File: src/rtl/assert_macros.svh
// Assertion macros shared by the RTL files that carry checks.
// Relies on the clock and reset names used throughout the block.
`ifndef ASSERT_MACROS_SVH
`define ASSERT_MACROS_SVH

// Same-cycle implication, held off during reset.
`define ASSERT_CHK(label, prop, msg) \
   label: assert property (@(posedge clock) disable iff (reset) (prop)) else $error(msg);

// Next-cycle implication, held off during reset.
`define ASSERT_NEXT(label, ante, cons, msg) \
   label: assert property (@(posedge clock) disable iff (reset) (ante) |=> (cons)) \
      else $error(msg);

`endif

File: src/rtl/ppt_pkg.sv
// Types and constants for the playback position tracker.
// No dependencies; imported by the interfaces and all modules.
package ppt_pkg;

   localparam int POS_W      = 32;
   localparam int LEN_W      = 32;
   localparam int SPD_W      = 16;
   localparam int ELAP_W     = 16;
   localparam int CSR_IDX_W  = 2;
   localparam int CSR_DATA_W = 32;
   localparam int NP_W       = 34;   // signed new position, full precision
   localparam int DVD_W      = 33;   // magnitude of a wrapped position
   localparam int PROD_W     = ELAP_W + SPD_W;
   localparam int FRAC_BITS  = 8;
   localparam int MUL_STEPS  = 16;
   localparam int MUL_CNT_W  = 4;

   localparam logic [SPD_W-1:0] SPEED_RESET = 16'd256;

   localparam logic [CSR_IDX_W-1:0] CSR_LENGTH = 2'd0;
   localparam logic [CSR_IDX_W-1:0] CSR_SPEED  = 2'd1;
   localparam logic [CSR_IDX_W-1:0] CSR_LOOP   = 2'd2;

   typedef enum logic [1:0] {
      CMD_TICK  = 2'd0,
      CMD_PLAY  = 2'd1,
      CMD_PAUSE = 2'd2,
      CMD_STOP  = 2'd3
   } cmd_type;

   typedef enum logic [1:0] {
      PS_STOPPED = 2'd0,
      PS_PLAYING = 2'd1,
      PS_PAUSED  = 2'd2
   } play_type;

   typedef enum logic [2:0] {
      ST_IDLE,
      ST_MUL,
      ST_ADD,
      ST_DIV,
      ST_FIN
   } seq_state_type;

   typedef struct packed {
      logic busy;
      logic done;
   } rem_sts_type;

endpackage

File: src/rtl/ppt_if.sv
// Valid/ready channel interfaces: command items, result items, register writes.
// Depends on ppt_pkg for field widths.
interface ppt_req_if import ppt_pkg::*; ();
   logic              valid;
   logic              ready;
   logic [1:0]        command;
   logic [ELAP_W-1:0] elapsed_ms;
   modport source (output valid, command, elapsed_ms, input ready);
   modport sink   (input valid, command, elapsed_ms, output ready);
endinterface

interface ppt_rsp_if import ppt_pkg::*; ();
   logic             valid;
   logic             ready;
   logic [POS_W-1:0] position_ms;
   logic [1:0]       play_state;
   logic             update_strobe;
   modport source (output valid, position_ms, play_state, update_strobe, input ready);
   modport sink   (input valid, position_ms, play_state, update_strobe, output ready);
endinterface

interface ppt_csr_if import ppt_pkg::*; ();
   logic                  valid;
   logic                  ready;
   logic [CSR_IDX_W-1:0]  index;
   logic [CSR_DATA_W-1:0] data;
   modport source (output valid, index, data, input ready);
   modport sink   (input valid, index, data, output ready);
endinterface

File: src/rtl/playback_position_tracker.sv
// Playback position tracker: play state, position advance, wrap or clamp.
// Depends on ppt_pkg, ppt_if (channels), ppt_rem_unit and assert_macros.svh.
//
//   channel  direction  payload                                  handshake
//   req_if   in         command, elapsed_ms                      valid/ready
//   rsp_if   out        position_ms, play_state, update_strobe   valid/ready
//   csr_if   in         index, data (length, speed, loop)        valid/ready
//
// Sequence: one item at a time. Play, pause, stop and idle ticks pass IDLE and
// FIN; a playing tick adds a shift-add multiply (MUL) and an add (ADD), a wrap
// also a pass through the bit-serial remainder unit (DIV).
// Reset: synchronous; length 0, speed 1.0, loop off, position 0, stopped.
// Stalls: the result sits in an output register; the next item is accepted
// while it waits, and a finished item holds in FIN until that register frees.
`include "assert_macros.svh"
module playback_position_tracker import ppt_pkg::*; (
   input  logic      clock,
   input  logic      reset,
   ppt_req_if.sink   req_if,
   ppt_rsp_if.source rsp_if,
   ppt_csr_if.sink   csr_if
);

   // configuration
   logic [LEN_W-1:0]        len_ff;
   logic signed [SPD_W-1:0] speed_ff;
   logic                    loop_ff;

   // sequencer
   seq_state_type state_ff, state_in;
   logic req_ready, mul_step, add_step, div_start, div_done, rsp_load;

   // block state
   logic [POS_W-1:0] pos_ff;
   play_type         run_state_ff;

   // per-item working registers
   logic                 strobe_ff;
   logic [PROD_W-1:0]    mul_p_ff;      // {partial sum, remaining multiplier bits}
   logic [SPD_W-1:0]     mcand_ff;      // speed magnitude
   logic                 neg_ff;        // speed sign
   logic [MUL_CNT_W-1:0] cnt_ff;
   logic                 wrap_neg_ff;   // wrap of a position below zero

   // output register
   logic             rsp_valid_ff;
   logic [POS_W-1:0] rsp_pos_ff;
   logic [1:0]       rsp_state_ff;
   logic             rsp_strobe_ff;

   // datapath
   logic                 req_fire;
   cmd_type              cmd;
   logic                 tick_live;
   logic                 tick_run;
   logic [SPD_W-1:0]     speed_mag;
   logic [SPD_W:0]       mul_sum;
   logic [NP_W-1:0]      delta;
   logic [NP_W-1:0]      np_sum;
   logic [NP_W-1:0]      np_negated;
   logic                 np_neg;
   logic                 np_over;
   logic                 need_div;
   logic [DVD_W-1:0]     div_dividend;
   logic [LEN_W-1:0]     rem;
   logic [POS_W-1:0]     wrap_pos;
   rem_sts_type          rem_sts;

   assign req_fire  = req_if.valid && req_ready;
   assign cmd       = cmd_type'(req_if.command);
   assign tick_live = (run_state_ff != PS_STOPPED) && (len_ff != '0);
   assign tick_run  = (cmd == CMD_TICK) && tick_live && (run_state_ff == PS_PLAYING);
   assign speed_mag = speed_ff[SPD_W-1] ? SPD_W'(-speed_ff) : speed_ff;

   // one multiplier bit per cycle, LSB first
   assign mul_sum = {1'b0, mul_p_ff[PROD_W-1:ELAP_W]}
                  + {1'b0, (mul_p_ff[0] ? mcand_ff : {SPD_W{1'b0}})};

   // magnitude truncation gives rounding toward zero
   always_comb begin
      delta      = {{(NP_W - PROD_W + FRAC_BITS){1'b0}}, mul_p_ff[PROD_W-1:FRAC_BITS]};
      if (neg_ff) delta = NP_W'(0) - delta;
      np_sum     = {{(NP_W - POS_W){1'b0}}, pos_ff} + delta;
      np_negated = NP_W'(0) - np_sum;
      np_neg     = np_sum[NP_W-1];
      np_over    = !np_neg && (np_sum[DVD_W-1:0] >= {1'b0, len_ff});
      need_div   = loop_ff && (np_neg || np_over);
      div_dividend = np_neg ? np_negated[DVD_W-1:0] : np_sum[DVD_W-1:0];
   end

   // below zero: len - r, or zero when r is zero
   assign wrap_pos = !wrap_neg_ff ? rem : ((rem == '0) ? '0 : len_ff - rem);

   ppt_rem_unit #(
      .DVD_W_P (DVD_W),
      .DVS_W_P (LEN_W)
   ) u_rem (
      .clock     (clock),
      .reset     (reset),
      .start     (div_start),
      .dividend  (div_dividend),
      .divisor   (len_ff),
      .sts       (rem_sts),
      .remainder (rem)
   );

   // configuration writes
   assign csr_if.ready = 1'b1;

   always_ff @(posedge clock) begin
      if (reset) begin
         len_ff   <= '0;
         speed_ff <= SPEED_RESET;
         loop_ff  <= 1'b0;
      end else if (csr_if.valid && csr_if.ready) begin
         unique case (csr_if.index)
            CSR_LENGTH: len_ff   <= csr_if.data[LEN_W-1:0];
            CSR_SPEED:  speed_ff <= csr_if.data[SPD_W-1:0];
            CSR_LOOP:   loop_ff  <= csr_if.data[0];
            default: ;
         endcase
      end
   end

   // next state
   always_comb begin
      state_in = state_ff;
      unique case (state_ff)
         ST_IDLE: if (req_fire) state_in = tick_run ? ST_MUL : ST_FIN;
         ST_MUL:  if (cnt_ff == MUL_CNT_W'(MUL_STEPS - 1)) state_in = ST_ADD;
         ST_ADD:  state_in = need_div ? ST_DIV : ST_FIN;
         ST_DIV:  if (rem_sts.done) state_in = ST_FIN;
         ST_FIN:  if (rsp_load) state_in = ST_IDLE;
         default: state_in = ST_IDLE;
      endcase
   end

   // sequencer outputs
   always_comb begin
      req_ready = 1'b0;
      mul_step  = 1'b0;
      add_step  = 1'b0;
      div_start = 1'b0;
      div_done  = 1'b0;
      rsp_load  = 1'b0;
      unique case (state_ff)
         ST_IDLE: req_ready = 1'b1;
         ST_MUL:  mul_step  = 1'b1;
         ST_ADD: begin
            add_step  = 1'b1;
            div_start = need_div;
         end
         ST_DIV:  div_done = rem_sts.done;
         ST_FIN:  rsp_load = !rsp_valid_ff || rsp_if.ready;
         default: ;
      endcase
   end

   assign req_if.ready = req_ready;

   always_ff @(posedge clock) begin
      if (reset) state_ff <= ST_IDLE;
      else       state_ff <= state_in;
   end

   // block state and working registers
   always_ff @(posedge clock) begin
      if (reset) begin
         pos_ff       <= '0;
         run_state_ff <= PS_STOPPED;
         cnt_ff       <= '0;
      end else begin
         if (req_fire) begin
            unique case (cmd)
               CMD_TICK: begin
                  strobe_ff <= tick_live;
                  mul_p_ff  <= {{SPD_W{1'b0}}, req_if.elapsed_ms};
                  mcand_ff  <= speed_mag;
                  neg_ff    <= speed_ff[SPD_W-1];
                  cnt_ff    <= '0;
               end
               CMD_PLAY: begin
                  strobe_ff    <= 1'b0;
                  run_state_ff <= PS_PLAYING;
               end
               CMD_PAUSE: begin
                  strobe_ff <= 1'b0;
                  if (run_state_ff == PS_PLAYING) run_state_ff <= PS_PAUSED;
               end
               CMD_STOP: begin
                  strobe_ff    <= 1'b0;
                  run_state_ff <= PS_STOPPED;
                  pos_ff       <= '0;
               end
               default: ;
            endcase
         end
         if (mul_step) begin
            mul_p_ff <= {mul_sum, mul_p_ff[ELAP_W-1:1]};
            cnt_ff   <= cnt_ff + 1'b1;
         end
         if (add_step) begin
            wrap_neg_ff <= np_neg;
            if (!need_div) begin
               priority if (np_neg) begin
                  pos_ff       <= '0;
                  run_state_ff <= PS_PAUSED;
               end else if (np_over) begin
                  pos_ff       <= len_ff;
                  run_state_ff <= PS_PAUSED;
               end else begin
                  pos_ff <= np_sum[POS_W-1:0];
               end
            end
         end
         if (div_done) pos_ff <= wrap_pos;
      end
   end

   // output register
   always_ff @(posedge clock) begin
      if (reset) begin
         rsp_valid_ff <= 1'b0;
      end else if (rsp_load) begin
         rsp_valid_ff <= 1'b1;
      end else if (rsp_if.ready) begin
         rsp_valid_ff <= 1'b0;
      end
   end

   always_ff @(posedge clock) begin
      if (rsp_load) begin
         rsp_pos_ff    <= pos_ff;
         rsp_state_ff  <= run_state_ff;
         rsp_strobe_ff <= strobe_ff;
      end
   end

   assign rsp_if.valid         = rsp_valid_ff;
   assign rsp_if.position_ms   = rsp_pos_ff;
   assign rsp_if.play_state    = rsp_state_ff;
   assign rsp_if.update_strobe = rsp_strobe_ff;

   `ASSERT_CHK(a_div_tracked, (state_ff == ST_DIV) |-> (rem_sts.busy || rem_sts.done),
               "DIV state without active remainder unit")
   `ASSERT_CHK(a_mul_playing, (state_ff == ST_MUL) |-> (run_state_ff == PS_PLAYING),
               "multiply while not playing")
   `ASSERT_CHK(a_rsp_from_fin, $rose(rsp_valid_ff) |-> ($past(state_ff) == ST_FIN),
               "result loaded outside FIN")
   `ASSERT_CHK(a_stop_zero, (rsp_valid_ff && rsp_state_ff == PS_STOPPED) |-> (rsp_pos_ff == '0),
               "stopped with nonzero position")

endmodule

File: src/rtl/ppt_rem_unit.sv
// Restoring remainder unit, one dividend bit per cycle.
// Depends on ppt_pkg (status struct) and assert_macros.svh.
`include "assert_macros.svh"
module ppt_rem_unit import ppt_pkg::*; #(
   parameter int DVD_W_P = 33,
   parameter int DVS_W_P = 32
) (
   input  logic               clock,
   input  logic               reset,
   input  logic               start,
   input  logic [DVD_W_P-1:0] dividend,
   input  logic [DVS_W_P-1:0] divisor,
   output rem_sts_type        sts,
   output logic [DVS_W_P-1:0] remainder
);

   localparam int CNT_W = $clog2(DVD_W_P);

   logic               busy_ff;
   logic               done_ff;
   logic [CNT_W-1:0]   cnt_ff;
   logic [DVD_W_P-1:0] dvd_ff;
   logic [DVS_W_P-1:0] dvs_ff;
   logic [DVS_W_P-1:0] rem_ff;
   logic [DVS_W_P-1:0] rem_in;
   logic [DVS_W_P:0]   trial;
   logic [DVS_W_P:0]   diff;

   // shift next dividend bit in, subtract when it fits
   always_comb begin
      trial  = {rem_ff, dvd_ff[DVD_W_P-1]};
      diff   = trial - {1'b0, dvs_ff};
      rem_in = (trial >= {1'b0, dvs_ff}) ? diff[DVS_W_P-1:0] : trial[DVS_W_P-1:0];
   end

   always_ff @(posedge clock) begin
      if (reset) begin
         busy_ff <= 1'b0;
         done_ff <= 1'b0;
         cnt_ff  <= '0;
      end else begin
         done_ff <= 1'b0;
         if (start) begin
            busy_ff <= 1'b1;
            cnt_ff  <= '0;
         end else if (busy_ff) begin
            cnt_ff <= cnt_ff + 1'b1;
            if (cnt_ff == CNT_W'(DVD_W_P - 1)) begin
               busy_ff <= 1'b0;
               done_ff <= 1'b1;
            end
         end
      end
   end

   always_ff @(posedge clock) begin
      if (start) begin
         dvd_ff <= dividend;
         dvs_ff <= divisor;
         rem_ff <= '0;
      end else if (busy_ff) begin
         dvd_ff <= {dvd_ff[DVD_W_P-2:0], 1'b0};
         rem_ff <= rem_in;
      end
   end

   assign sts.busy  = busy_ff;
   assign sts.done  = done_ff;
   assign remainder = rem_ff;

   `ASSERT_CHK(a_start_idle, start |-> !busy_ff, "remainder unit restarted while busy")
   `ASSERT_CHK(a_rem_range, (done_ff && dvs_ff != '0) |-> (rem_ff < dvs_ff), "remainder out of range")
   `ASSERT_NEXT(a_done_pulse, done_ff, !done_ff && !busy_ff, "done held past one cycle")

endmodule

File: src/flat_wrapper.sv
// flat-port wrapper written by rule: the top's interface ports become plain ports
module playback_position_tracker_flat import ppt_pkg::*;
  (clock, reset, req_if_valid, req_if_command, req_if_elapsed_ms, req_if_ready, rsp_if_valid, rsp_if_position_ms, rsp_if_play_state, rsp_if_update_strobe, rsp_if_ready, csr_if_valid, csr_if_index, csr_if_data, csr_if_ready);
  ppt_req_if req_if_i ();
  ppt_rsp_if rsp_if_i ();
  ppt_csr_if csr_if_i ();
  input  logic clock;
  input  logic reset;
  input wire logic [$bits(req_if_i.valid)-1:0] req_if_valid;
  input wire logic [$bits(req_if_i.command)-1:0] req_if_command;
  input wire logic [$bits(req_if_i.elapsed_ms)-1:0] req_if_elapsed_ms;
  output wire logic [$bits(req_if_i.ready)-1:0] req_if_ready;
  output wire logic [$bits(rsp_if_i.valid)-1:0] rsp_if_valid;
  output wire logic [$bits(rsp_if_i.position_ms)-1:0] rsp_if_position_ms;
  output wire logic [$bits(rsp_if_i.play_state)-1:0] rsp_if_play_state;
  output wire logic [$bits(rsp_if_i.update_strobe)-1:0] rsp_if_update_strobe;
  input wire logic [$bits(rsp_if_i.ready)-1:0] rsp_if_ready;
  input wire logic [$bits(csr_if_i.valid)-1:0] csr_if_valid;
  input wire logic [$bits(csr_if_i.index)-1:0] csr_if_index;
  input wire logic [$bits(csr_if_i.data)-1:0] csr_if_data;
  output wire logic [$bits(csr_if_i.ready)-1:0] csr_if_ready;
  assign req_if_i.valid = req_if_valid;
  assign req_if_i.command = req_if_command;
  assign req_if_i.elapsed_ms = req_if_elapsed_ms;
  assign req_if_ready = req_if_i.ready;
  assign rsp_if_valid = rsp_if_i.valid;
  assign rsp_if_position_ms = rsp_if_i.position_ms;
  assign rsp_if_play_state = rsp_if_i.play_state;
  assign rsp_if_update_strobe = rsp_if_i.update_strobe;
  assign rsp_if_i.ready = rsp_if_ready;
  assign csr_if_i.valid = csr_if_valid;
  assign csr_if_i.index = csr_if_index;
  assign csr_if_i.data = csr_if_data;
  assign csr_if_ready = csr_if_i.ready;
  playback_position_tracker u_core (.clock(clock), .reset(reset), .req_if(req_if_i), .rsp_if(rsp_if_i), .csr_if(csr_if_i));
endmodule
File: config.mk
export PLATFORM = sky130hd
export DESIGN_NAME = playback_position_tracker_flat
export DESIGN_NICKNAME = d
export VERILOG_FILES = /design/src/rtl/ppt_pkg.sv /design/src/rtl/ppt_if.sv /design/src/rtl/playback_position_tracker.sv /design/src/rtl/ppt_rem_unit.sv /design/src/flat_wrapper.sv
export VERILOG_INCLUDE_DIRS = /design/src /design/src/rtl
export SDC_FILE = /design/constraint.sdc
export NUM_CORES = 1
export LEC_CHECK = 0
export CORE_UTILIZATION = 59
export CTS_CLUSTER_SIZE = 16
export DETAILED_ROUTE_END_ITERATION = 6
export DONT_BUFFER_PORTS = 1
export HOLD_SLACK_MARGIN = 0.06
export PLACE_DENSITY_LB_ADDON = 0.08
export SLEW_MARGIN = 25
export SYNTH_ARGS = -nofsm -noshare
export SYNTH_HDL_FRONTEND = slang
export SYNTH_HIERARCHICAL = 1
export SYNTH_SLANG_ARGS = --single-unit
File: constraint.sdc
create_clock -name clock -period 9 [get_ports clock]
set_input_delay 0.45 -clock clock [delete_from_list [all_inputs] [get_ports clock]]
set_output_delay 0.45 -clock clock [all_outputs]
set_load 0.05 [all_outputs]
; After elaboration in Yosys (flattened, before gate mapping)
; Cells that the tools add are included.
[totals]
in_bits = 57
reg_bits = 282
output_inout_bits = 38
[op_classes]
n_lt_le_gt_ge = 2
n_addsub = 9
reduce_logical = 32
n_eq_ne = 16
n_mux = 49
bitwise = 2
[ops]
columns = operator, n
row1 = $mux 32, 13
row2 = $mux 33, 3
row3 = $ge 33x32->1, 2
row4 = $sub 32x32->32, 2
row5 = $add 32x34->34, 1
row6 = $mux 34, 1
row7 = $sub 1x33->33 const A, 1
row8 = $logic_not 32->1, 1
row9 = $reduce_bool 32->1, 1
row10 = $sub 1x24->25 const A, 1
row11 = $mux 3, 6
row12 = $add 16x16->17, 1
row13 = $mux 16, 1
row14 = $neg 16->16, 1
row15 = $mux 15, 1
row16 = $pmux 3 s5, 1
row17 = $mux 1, 12
row18 = $mux 2, 6
row19 = $mux 4, 3
row20 = $reduce_and 2->1, 6
row21 = $reduce_bool 2->1, 5
row22 = $add 6x1->6 const B, 1
row23 = $eq 2x1->1 const B, 3
row24 = $eq 2x2->1 const B, 3
row25 = 20 further kinds, 34

; Depth between registers and ports, before layout
; Gate-level depths: netlist (run 1).
[logic_depth]
word_depth = 10
depth_mapped = 29
mapped_depth_nobuf = 28

; By module
; The synthesis (run 1) kept the hierarchy.
[by_module_without_submodules]
columns = module, instances, area_each_um2, cells_each
row1 = playback_position_tracker, 1, 14009.7, 1705
row2 = ppt_rem_unit, 1, 5901.9, 589

; Worst setup path after synthesis (run 1)
; Ideal clock, no wire load.
[synth_timing]
kind = register to register
start = register u_core.mul_p_ff[20]
end = register u_core.u_rem.dvd_ff[0], enable pin
slack_ns = -0.436
setup_time_ns = 0.388
path_buffers = 3
arrival_time_ns = 9.048
required_time_ns = 8.612
stages_incl_launch_ff = 24
path_cell_list = edfxtp_1 -> or4_4 -> or4_1 -> or3_4 -> o31ai_4 -> inv_2 -> ha_1 -> clkbuf_1 -> nand4_1 -> or3_1 -> a211oi_1 -> nor3_1 -> xnor2_1 -> inv_1 -> ha_1 -> nand4_1 -> a211o_1 -> nand2_1 -> mux2i_4 -> buf_4 -> a211oi_1 -> nor2_1 -> clkbuf_1 -> inv_1
[synth_via]
elab_chain_cells = 9
elab_cells_between_ends = 10
[synth_rtl]
columns = item, line
row1 = start: declaration, playback_position_tracker.sv:39  ; logic [PROD_W-1:0] mul_p_ff;
row2 = start signal: assignment, playback_position_tracker.sv:177  ; mul_p_ff <= {{SPD_W{1'b0}}, req_if.elapsed_ms};
row3 = start signal: assignment, playback_position_tracker.sv:199  ; mul_p_ff <= {mul_sum, mul_p_ff[ELAP_W-1:1]};
row4 = $sub 1x24->25, playback_position_tracker.sv:82  ; if (neg_ff) delta = NP_W'(0) - delta;
row5 = $mux 34 (*), playback_position_tracker.sv:82
row6 = $add 32x34->34 (*), playback_position_tracker.sv:83  ; np_sum = {{(NP_W - POS_W){1'b0}}, pos_ff} + delta;
row7 = $ge 33x32->1 or $logic_not 1->1 (tied branches), playback_position_tracker.sv:86  ; np_over = !np_neg && (np_sum[DVD_W-1:0] >= {1'b0, len_ff});
row8 = $logic_and 1x1->1, playback_position_tracker.sv:86
row9 = $logic_or 1x1->1 (*), playback_position_tracker.sv:87  ; need_div = loop_ff && (np_neg || np_over);
row10 = $logic_and 1x1->1 (*), playback_position_tracker.sv:87
row11 = $mux 1 (*), playback_position_tracker.sv:146  ; unique case (state_ff)
row12 = via u_core.div_start, playback_position_tracker.sv:31  ; logic req_ready, mul_step, add_step, div_start, div_done, rsp_load;
row13 = $reduce_bool 2->1 (no line) (*), --
row14 = end signal: assignment, ppt_rem_unit.sv:58  ; dvd_ff <= dividend;
row15 = end signal: assignment, ppt_rem_unit.sv:62  ; dvd_ff <= {dvd_ff[DVD_W_P-2:0], 1'b0};
row16 = end: declaration, ppt_rem_unit.sv:22  ; logic [DVD_W_P-1:0] dvd_ff;
; The timed path passes the listed nets; every way through them passes the cells marked *.
; A chain may end at the register's enable or synchronous reset.

; Worst setup path after layout (run 1)
[layout_timing]
start = register u_core.mul_p_ff[20]
end = register u_core.pos_ff[15]
[layout_via]
elab_chain_cells = 10
elab_cells_between_ends = 13
[layout_rtl]
columns = item, line
row1 = $sub 1x24->25, playback_position_tracker.sv:82
row2 = $mux 34 (*), playback_position_tracker.sv:82
row3 = $add 32x34->34 (*), playback_position_tracker.sv:83
row4 = $ge 33x32->1 or $logic_not 1->1 (tied branches), playback_position_tracker.sv:86
row5 = $logic_and 1x1->1, playback_position_tracker.sv:86
row6 = $mux 32 or $logic_or 1x1->1 (tied branches), "playback_position_tracker.sv:208, playback_position_tracker.sv:87"
row7 = $mux 32 or $logic_and 1x1->1 (tied branches), "playback_position_tracker.sv:205, playback_position_tracker.sv:87"
row8 = $mux 32 (*), playback_position_tracker.sv:204  ; if (!need_div) begin
row9 = $mux 32 (*), playback_position_tracker.sv:202  ; if (add_step) begin
row10 = $mux 32 (*), playback_position_tracker.sv:216  ; if (div_done) pos_ff <= wrap_pos;
row11 = end signal: assignment, playback_position_tracker.sv:209  ; pos_ff <= len_ff;
row12 = end signal: assignment, playback_position_tracker.sv:212  ; pos_ff <= np_sum[POS_W-1:0];
row13 = end signal: assignment, playback_position_tracker.sv:216
row14 = end: declaration, playback_position_tracker.sv:34  ; logic [POS_W-1:0] pos_ff;
; Every way passes the cells marked *; elsewhere a longest branch is shown, timed or not.

==> results of run 1 <==
## layout make-up
cell class,instances,area [um2],area share [%]
flip-flops and latches,282,7160,32.7
multi-input cells,1749,11800,53.9
repair buffers,81,774,3.54
clock buffers,39,858,3.93
inverters,157,589,2.70
well taps,442,553,2.53
clock inverters,16,151,0.692
diodes,2,5.00,0.0229
## worst paths after layout
kind	cells after the start	slack, ps	end	start
worst min-delay path	2	100	u_core/u_rem/cnt_ff[0]$_SDFFE_PP0P_	reset
worst max register to register	25	1180	u_core/pos_ff[15]$_SDFF_PP0_	u_core/mul_p_ff[20]$_SDFFCE_PN0P_
worst max-delay path	25	1180	u_core/pos_ff[15]$_SDFF_PP0_	u_core/mul_p_ff[20]$_SDFFCE_PN0P_
worst min register to register	2	490	u_core/u_rem/done_ff$_SDFF_PP0_	u_core/u_rem/cnt_ff[5]$_SDFFE_PP0P_
## power breakdown
part           switching [mW]  internal [mW]  leakage, nW  total (mW)
registers               0.129           1.40         2.44        1.53
clock network           0.552          0.709        0.496        1.26
logic                   0.385          0.267         5.59       0.652
total                    1.06           2.38         8.52        3.45
## metal layers
layer / global-route usage [%] / up-vias
li1: - / 8387
met1: 43.3 / 8451
met2: 57.0 / 660
met3: 5.22 / 138
met4: 13.3 / 0
met5: 0 / -
## what timing repair did
| action | 4_1_cts | 5_1_grt |
|---|---|---|
| hold endpoints to repair | 106 | 0 |
| hold buffers | 50 | 0 |
| endpoints found under the setup margin | 0 | 0 |
## layout by cell type (no fill, tap or decap), drive strengths merged, types with 13 or more instances in the layout
master / n
a211oi: 47
a21o: 39
a21oi: 202
a221oi: 53
a31oi: 22
and2: 28
and3: 16
buf: 32
clkbuf: 39
dfxtp: 131
dlygate4sd3: 49
edfxtp: 151
ha: 150
inv: 159
mux2: 57
mux2i: 19
nand2: 250
nand2b: 15
nand3: 47
nand3b: 13
nand4: 32
nor2: 180
nor2b: 20
nor3: 68
nor4: 25
o211ai: 18
o21a: 20
o21ai: 109
o21bai: 13
o31ai: 22
or3: 13
xnor2: 100
xor2: 51
## worst max-delay path, stage by stage (launching register included)
cell	delay (ps)
edfxtp_1	470
or4_4	580
or4_1	460
or3_4	380
o31ai_4	380
inv_2	200
ha_1	450
nand4_1	150
or3_1	380
a211oi_1	380
nor3_1	140
xnor2_1	490
inv_1	100
ha_1	200
a21o_1	150
a211oi_1	210
o21ai_0	120
a21o_1	190
nor2_1	110
nand2_1	100
mux2i_4	660
buf_4	410
a21oi_2	110
buf_4	260
a2111oi_0	450
nor3_1	70
## state kept, by name, indices dropped and copies added (netlist names)
name                         flops
u_core/len_ff                   32
u_core/wrap_neg_ff               1
u_core/u_rem/busy_ff             1
u_core/loop_ff                   1
u_core/u_rem/done_ff             1
u_core/cnt_ff                    4
u_core/strobe_ff                 1
u_core/rsp_if.valid              1
u_core/mcand_ff                 16
u_core/u_rem/dvs_ff             32
u_core/mul_p_ff                 32
u_core/neg_ff                    1
u_core/rsp_if.update_strobe      1
u_core/speed_ff                 16
u_core/pos_ff                   32
u_core/state_ff                  3
u_core/rsp_if.play_state         2
u_core/u_rem/dvd_ff             33
u_core/rsp_if.position_ms       32
u_core/u_rem/remainder          32
u_core/u_rem/cnt_ff              6
u_core/run_state_ff              2
## per-stage QoR
stage / cell area (um2) / utilization [%] / hold slack [ps]
final: 21900 / 66.5 / 97.9
after CTS: 21800 / 66.4 / 71.3
after global routing: 21900 / 66.5 / 109
after floorplan: 19900 / - / 400
after detailed placement: 20300 / 61.7 / 453
after global placement: 20300 / 61.7 / 453
==> metrics.txt, run 1 <==
DRC viols 0; Critical Path RT 9450 ps; Placed Cells 2659; fin crit share 86.9%; Top Ports 95; area grow syn2layout 9.84%; GR Overflow Total 0; Rel. slew slack 33.5%; final slew viol count 0; post-CTS setup buffers 0; Die H 186 um; Hold Path Class primary input to register; first-pass GRT wire length 90.4 mm; f_max 128 MHz; wl on met1 24.7 mm; Clock Latency Late Sink 610 ps; number of global-route vias before repair 16800; Via density 6.37; First DRT Iteration DRCs 1317; VDD IR max 179 uV; CTS tree yes; final WL 58.4 mm; CP Launch Type register; Die X 186 um; metal3 WL 3.83 mm; Core Area 32900 um2; Worst Path Arrival 8270 ps; via count 17600; Crit Path Class register to register; Setup TNS Final 0 ps; GPL Wtd Cong 0.936; Layout Nets 2512; first-pass iteration count of the detailed router 5; layout cells sized above 1 7.36%; die area 34500 um2; Mapped Area 19900 um2; Worst-path clk slew 60 ps; Max-Cap Viols 0; maximum clock insertion buffer count 3; clk sinks 282; non-filler cells, final 2768; run status complete, no violations; CP Capture Type register; Net Count, Synth 2504; clock root buffer clkbuf_16; row count 66; PnR Total Power 3.45 mW; RSZ-0062 raised after global routing no; clock skew 37.7 ps; Final Hold Fails 0; FILL cells 2808; fin crit period 7820 ps; largest net degree at the start of global routing 91; Worst Tran Pin Value 992 ps; H-tree depth 1; Total GRT Usage 33.8%; pwr dens 158 nW/um2; Final setup viols 0; leakage power 8.52 nW; Resize count post-CTS 0; pre-CTS setup slack 1300 ps; critical path peak fanout 30; HPWL Detailed 43.2 mm; Setup WS post-layout 1180 ps; cell count after synthesis 2293; highest routed layer met4; Ys Warns 6; Syn Area/Cell 8.68 um2; Starting Density 60.6%; port bufs 0; number of antenna violations at the first check in global routing 2; number of routed nets with antenna violations 0; Met2 Routed Length 27.6 mm; routed len/inst 21.1 um; CTS buffer count 30
Power figures use the tool's default switching activity.
==> inputs of run 2 (changes only) <==
--- a/config.mk
+++ b/config.mk
@@ -7,6 +7,7 @@
 export NUM_CORES = 1
 export LEC_CHECK = 0
 export CORE_UTILIZATION = 59
+export CTS_BUF_LIST = sky130_fd_sc_hd__clkbuf_16
 export CTS_CLUSTER_SIZE = 16
 export DETAILED_ROUTE_END_ITERATION = 6
 export DONT_BUFFER_PORTS = 1
==> run 2 against run 1 <==
Effect of this change: the run now ends with design-rule violations left; first-iteration DRC count up 4.6%; core utilization hardly changed; clock skew down 3.1 ps; setup slack improved by 33 ps; maximum frequency increased by 0.42%; design area hardly changed; critical path type unchanged; critical endpoint unchanged; highest routed layer unchanged.
==> metrics.txt, run 2 (synthesis gave the netlist of run 1 again) <==
run status finished with violations (was complete, no violations); failing checks design-rule violations; PnR Total Power 3.43 mW (was 3.45 mW); first-pass GRT wire length 90.4 mm (about the same); Worst Path Arrival 8240 ps (was 8270 ps); clock skew 34.6 ps (was 37.7 ps); slowest cell on the critical path mux2i_4 (unchanged); number of antenna violations at the first check in global routing 2 (unchanged); CTS buffer count 30 (unchanged); area grow syn2layout 9.79% (was 9.84%); pwr dens 157 nW/um2 (was 158 nW/um2); Total GRT Usage 33.8% (about the same); Placement Cell Area 20300 um2 (unchanged); Via density 6.36 (was 6.37); worst reg2reg startpoint u_core/mul_p_ff[20]$_SDFFCE_PN0P_ (unchanged); number of routed nets with antenna violations 0 (unchanged); HPWL Detailed 43.2 mm (unchanged); DRC viols 2 (was 0); worst hold margin 84.5 ps (was 97.9 ps); Die H 186 um (unchanged); Placed Cells 2659 (unchanged); Setup WS post-layout 1220 ps (was 1180 ps); largest net degree at the start of global routing 91 (unchanged); First DRT Iteration DRCs 1378 (was 1317); Largest register FFs 33 (unchanged); design area 21900 um2 (about the same); delay-heaviest family, CP simple AND/OR/NAND/NOR gates (unchanged); fin crit period 7780 ps (was 7820 ps); fin crit share 86.5% (was 86.9%); number of global-route vias before repair 16800 (about the same); Register-to-Register Setup Slack 1220 ps (was 1180 ps); H-tree depth 1 (unchanged); Resize count post-CTS 0 (unchanged); RSZ-0062 raised after global routing no (unchanged); number of buffers and inverters on the critical path 4 (unchanged); Rel. slew slack 33.6% (was 33.5%); CTS tree yes (unchanged); via count 17600 (about the same); maximum clock insertion buffer count 3 (unchanged); routed len/inst 21.1 um (about the same); Core Area 32900 um2 (unchanged); Hold Path Class primary input to register (unchanged); first-pass iteration count of the detailed router 7 (was 5); Clock Latency Late Sink 610 ps (about the same); most frequent cells in the layout nand2_1 (250), a21oi_1 (201), nor2_1 (176), inv_1 (159), edfxtp_1 (151) (was nand2_1 (250), a21oi_1 (201), nor2_1 (176), inv_1 (154), edfxtp_1 (151)); Sequential cell area 7160 um2 (unchanged); die area 34500 um2 (unchanged); Worst Tran Pin Value 990 ps (was 992 ps); Starting Density 60.6% (unchanged); layout cells sized above 1 7.31% (was 7.36%); CP Launch Point u_core/mul_p_ff[20]$_SDFFCE_PN0P_ (unchanged); FILL cells 2810 (was 2808); fin util 66.5% (about the same); Layout Nets 2512 (unchanged); Setup TNS Final 0 ps (unchanged); port bufs 0 (unchanged); GPL Wtd Cong 0.936 (unchanged); Largest Register u_core/u_rem/dvd_ff (unchanged); clock root buffer clkbuf_16 (unchanged); Worst path max stage delay 660 ps (about the same); Die X 186 um (unchanged); pre-CTS setup slack 1300 ps (unchanged); row count 66 (unchanged); CP Capture Type register (unchanged); Worst-path clk slew 60 ps (about the same); f_max 128 MHz (about the same); HP Start req_if_command[0] (was reset); Final Hold Fails 0 (unchanged); Max-Cap Viols 0 (unchanged); non-filler cells, final 2768 (unchanged); GR Overflow Total 0 (unchanged); critical path peak fanout 30 (unchanged); Final setup viols 0 (unchanged); clk sinks 282 (unchanged); Top Ports 95 (unchanged); Crit Path Class register to register (unchanged); Multi-input gate area 11800 um2 (unchanged); VDD IR max 178 uV (was 179 uV); commonest non-fill, non-tap cell in the layout nand2_1 (unchanged); leakage power 8.53 nW (was 8.52 nW); final slew viol count 0 (unchanged); post-CTS setup buffers 0 (unchanged); Critical Path RT 9450 ps (about the same); final WL 58.3 mm (was 58.4 mm); CP Launch Type register (unchanged)
==> run 2: changes by cell type in the layout (fill, tap and decap cells not counted), sizes merged <==
cell    change
inv         +5
clkbuf      -6
clkinv      +1
==> run 2: routing by layer <==
metal  up-vias  GRT usage [%]  share of wire, %
li1       8389              -                 -
met1      8424           43.2                42
met2       652           57.0                47
met3       142           5.40               6.7
met4         0           13.3               3.9
met5         -              0                 0
==> run 2: timing repair <==
| item | in CTS | in global routing |
|---|---|---|
| endpoints found under the hold margin | 106 | 0 |
| hold buffers | 50 | 0 |
| endpoints found under the setup margin | 0 | 0 |
==> run 2: worst register-to-register path: stages, from the launching register on <==
cell	delay [ps]
edfxtp_1	460
or4_4	580
or4_1	460
or3_4	380
o31ai_4	380
inv_2	200
ha_1	460
nand4_1	150
or3_1	380
a211oi_1	360
nor3_1	140
xnor2_1	510
inv_1	100
ha_1	200
a21o_1	150
a211oi_1	210
o21ai_0	120
a21o_1	180
nor2_1	110
nand2_1	100
mux2i_4	660
buf_4	420
a21oi_2	130
buf_4	250
a2111oi_0	460
nor3_1	70
==> run 2: cell type report <==
class,count,share of cell area (%)
Multi-Input combinational cell,1749,53.9
Sequential cell,282,32.7
Clock buffer,33,3.78
Timing Repair Buffer,81,3.54
Inverter,157,2.70
Tap cell,442,2.53
Clock inverter,22,0.796
Antenna cell,2,0.0229
==> run 2: where the power goes <==
group,total [mW],switching (mW),internal (mW)
Combinational,0.651,0.384,0.267
Clock,1.25,0.551,0.695
Sequential,1.53,0.129,1.40
Total,3.43,1.06,2.37
==> run 2: worst paths after layout <==
kind / end / cells after the start
max: u_core/pos_ff[15]$_SDFF_PP0_ / 25
min: u_core/run_state_ff[1]$_SDFF_PP0_ / 3
max reg2reg: u_core/pos_ff[15]$_SDFF_PP0_ / 25
min reg2reg: u_core/u_rem/done_ff$_SDFF_PP0_ / 2
